--- src/rtl/core/cbq_ram.sv ---
// Generic single-port-write, single-port-read RAM with registered read data.
// No dependencies.
module cbq_ram #(
    parameter int WIDTH = 32,
    parameter int DEPTH = 32
) (
    input  logic                                   i_clk,
    input  logic                                   i_we,
    input  logic [(DEPTH > 1 ? $clog2(DEPTH) : 1)-1:0] i_waddr,
    input  logic [WIDTH-1:0]                       i_wdata,
    input  logic [(DEPTH > 1 ? $clog2(DEPTH) : 1)-1:0] i_raddr,
    output logic [WIDTH-1:0]                       o_rdata
);
    logic [WIDTH-1:0] r_mem [DEPTH];
    logic [WIDTH-1:0] r_rdata;

    always_ff @(posedge i_clk) begin
        if (i_we) begin
            r_mem[i_waddr] <= i_wdata;
        end
        r_rdata <= r_mem[i_raddr];
    end

    assign o_rdata = r_rdata;
endmodule

--- config.mk ---
export PLATFORM = sky130hd
export DESIGN_NAME = cbq_ram
export DESIGN_NICKNAME = d
export VERILOG_FILES = /design/src/rtl/core/cbq_ram.sv
export SDC_FILE = /design/constraint.sdc
export NUM_CORES = 1
export LEC_CHECK = 0
export BUFFER_PORTS_ARGS = -buffer_cell sky130_fd_sc_hd__clkbuf_2
export CORE_UTILIZATION = 54
export DETAILED_ROUTE_END_ITERATION = 12
export HOLD_SLACK_MARGIN = 0.05
export PLACE_DENSITY = 0.77
export SYNTH_ARGS = -nofsm -noshare
export SYNTH_HDL_FRONTEND = slang
export SYNTH_SLANG_ARGS = --single-unit
--- constraint.sdc ---
create_clock -name i_clk -period 3.45 [get_ports i_clk]
set_clock_uncertainty 0.15 [all_clocks]
set_input_delay 0 -clock i_clk [delete_from_list [all_inputs] [get_ports i_clk]]
set_output_delay 0 -clock i_clk [all_outputs]
set_load 0.05 [all_outputs]
==> metrics.md <==
| Metric | Value |
|---|---|
| Placed Area | `42500 um^2` |
| DR vias | `22000` |
| Starting DRT DRC Count | `2880` |
| YS warnings | `0` |
| Postcts setup bufs | `0` |
| Lkg Pwr | `16.1 nW` |
| Final Util | `0.620` |
| N_diodes | `0` |
| Worst slew pin tran | `1.18 ns` |
| Worst IR Drop VDD | `0.000389 V` |
| NetSw | `5.88 mW` |
| Vias per cell | `6.33` |
| Congestion Overflow GR | `0` |
| PortBufs | `75` |
| Clk pwr share | `0.397` |
| Kind of end point of the critical path | `flop` |
| Clk sink count | `1056` |
| Post-synthesis async set-or-reset flop share | `0` |
| Die height | `276 um` |
| Worst R2R Start | `r_mem[5][15]$_DFFE_PP_` |
| Most area-hungry cell type in the Yosys netlist | `edfxtp_1` |
| Crit Path Class | `in -> reg` |
| Antenna violation net count after detailed routing | `0` |
| Pin count of the biggest net entering global routing | `78` |
| Pwr Density | `574 nW/um^2` |
| Final Cell Area | `46100 um^2` |
| # H-tree levels | `3` |
| CP Max Fanout | `30` |
| First-pass GRT wire length | `144 mm` |
| Synth top area share | `0.760` |
| Logic pwr share | `0.061` |
| Vias in the first global route | `21800` |
| Hold path startpoint | `i_raddr[4]` |
| Worst Setup SP | `i_raddr[1]` |
| Drt wl/cell | `28.7 um` |
| Library cells used by synthesis | `25` |
| Cts bufs inserted | `96` |
| Share of cells above drive strength 1 | `0.136` |
| Syn-to-layout area delta | `13.8%` |
| Dominant cells by area after synthesis | `edfxtp_1, mux2i_1, a22oi_1, dfxtp_1, a22o_1` |
| Syn Area/Cell | `17.9 um^2` |
| Clock-pin slew on the worst setup and hold paths | `0.06 ns` |
| P_int | `20.6 mW` |
| Relative slew slack | `0.214` |
| Net Sw Frac | `0.222` |
| Tcrit/Tclk final | `0.899` |
| Clock Path Buffers | `3` |
| Slew Limit Fails | `0` |
| Row cnt | `100` |
| Gp weighted congestion | `0.874` |
| Worst Path Arrival | `3.47 ns` |
| Main synth FF type | `edfxtp_1` |
| Period minus WS final | `3.10 ns` |
| Pwr Total | `26.5 mW` |
| Core area | `74300 um^2` |
| Post-synthesis register bit count | `1056` |
| Seq/Total Area, Yosys | `0.775` |
| RSZ-0062 raised after global routing | `false` |
| Die Area | `76100 um^2` |
| Post-Route WL | `100 mm` |
| Data required, critical path | `3.82 ns` |
| CTS tree | `yes` |
| Initial core utilization | `0.545` |
| Post-route setup TNS | `0 ns` |
| Setup violations, final | `0` |
| Mapped Cells | `2260` |
| DP HPWL | `56.6 mm` |
| Inst Count DP | `3261` |
| CTS Root Cell | `clkbuf_16` |
| Max Cap Viol | `0` |
| Min-delay worst type | `in -> reg` |
| Startpoint types | `input port` |
| I/O pin cnt | `76` |
| Status | `finished, final reports clean` |
| Max Freq | `0.323 GHz` |
| Tot GR Track Use | `0.262` |
| Initial antenna violation count | `0` |
| Final Hold Viols | `0` |
| Post-cts resize count | `0` |
| Number of detailed-routing iterations run before antenna repair | `5` |
| Final net count | `2479` |
| Number of synthesized flops with an enable pin | `1024` |
| Final std cells w/o fill | `3482` |
| Flop pwr share | `0.543` |
| DRC | `0` |
| Syn_nets | `2304` |
| Clk Latency, worst-skew pair | `0.67 ns` |
| Syn Std Cell Area | `40500 um^2` |
| Chip width | `276 um` |
cell usage after synthesis, types with 15 or more instances:
cell and number:
buf_2 26, buf_4 33, nor3_1 32, a22o_1 64, mux2i_1 512, a21oi_1 96, nor2_1 34, dfxtp_1 32
a22oi_1 96, clkbuf_1 46, a31oi_1 32, nand2_1 98, nand3_1 98, buf_6 15, edfxtp_1 1024
path summary, 6_finish.rpt:
check | to | slack [ns] | cells after the start
setup reg to reg | o_rdata[15]$_DFF_P_ | 1.60 | 6
hold / removal | o_rdata[13]$_DFF_P_ | 0.26 | 5
hold reg to reg | o_rdata[2]$_DFF_P_ | 0.47 | 4
setup / recovery | o_rdata[19]$_DFF_P_ | 0.35 | 9
stage by stage:
stage / hold WS (ns) / worst slack [ns]
global route: 0.282 / 0.306
finish: 0.258 / 0.350
global placement: 0.350 / 1.05
detailed placement: 0.356 / 1.03
CTS: 0.204 / 0.427
floorplan: -0.0511 / 0.866
flip-flops by register name, indices dropped and copies added (netlist names):
signal,flops
r_mem,1024
o_rdata,32
layout make-up:
| class | count | area (um^2) |
|---|---|---|
| clock inverter | 58 | 597 |
| multi-input combinational | 1077 | 8610 |
| sequential | 1056 | 31400 |
| clock buffer | 118 | 2550 |
| fill | 5010 | 28300 |
| tap | 969 | 1210 |
| timing repair buffer | 204 | 1700 |
worst max-delay path: stages:
cell and delay (ns):
dlygate4sd3_1 0.55, clkbuf_2 0.18, nor2_4 0.30, dlygate4sd3_1 1.06, buf_12 0.26, buf_4 0.48, nand2_1 0.26, a31oi_1 0.26
nand3_1 0.10
metal layers:
metal	GRT usage	wire length, um	share of wire
met2	0.434	49200	0.49
met5	0	0	0
met3	0.0486	9660	0.096
met4	0.102	3470	0.035
met1	0.345	37800	0.38
power groups by stage:
stage	clock network (mW)	registers, mW	logic [mW]
after global routing	11.0	14.4	1.68
after CTS	10.6	14.4	1.59
final	10.5	14.4	1.61
after floorplan	0	14.8	0.737
after global placement	0	14.6	1.50
after detailed placement	0	14.6	1.54
kinds of logic after synthesis:
logic type,Yosys count,share of synthesized area
flops,1056,0.775
mux,512,0.127
compound gates,288,0.0485
simple gates,277,0.0310
buf+inv,127,0.0186
timing repair:
item / in CTS / in global routing
endpoints found under the setup margin: 0 / 0
hold buffers: 45 / 0
hold endpoints to repair: 1095 / 0
placed cells by master (no fill, tap or decap), drive strengths merged:
master	count
or3b	3
nor3	32
nand2	98
or2	1
dfxtp	32
clkinvlp	5
a21oi	96
nand2b	2
dlygate4sd3	45
nand3	98
or3	1
a31oi	32
buf	85
inv	2
clkinv	44
clkbuf	192
bufinv	7
nor2b	1
and2	1
nor2	34
and2b	1
a22o	64
mux2i	512
edfxtp	1024
a22oi	96
nand3b	5
(Power assumes the default switching activity.)
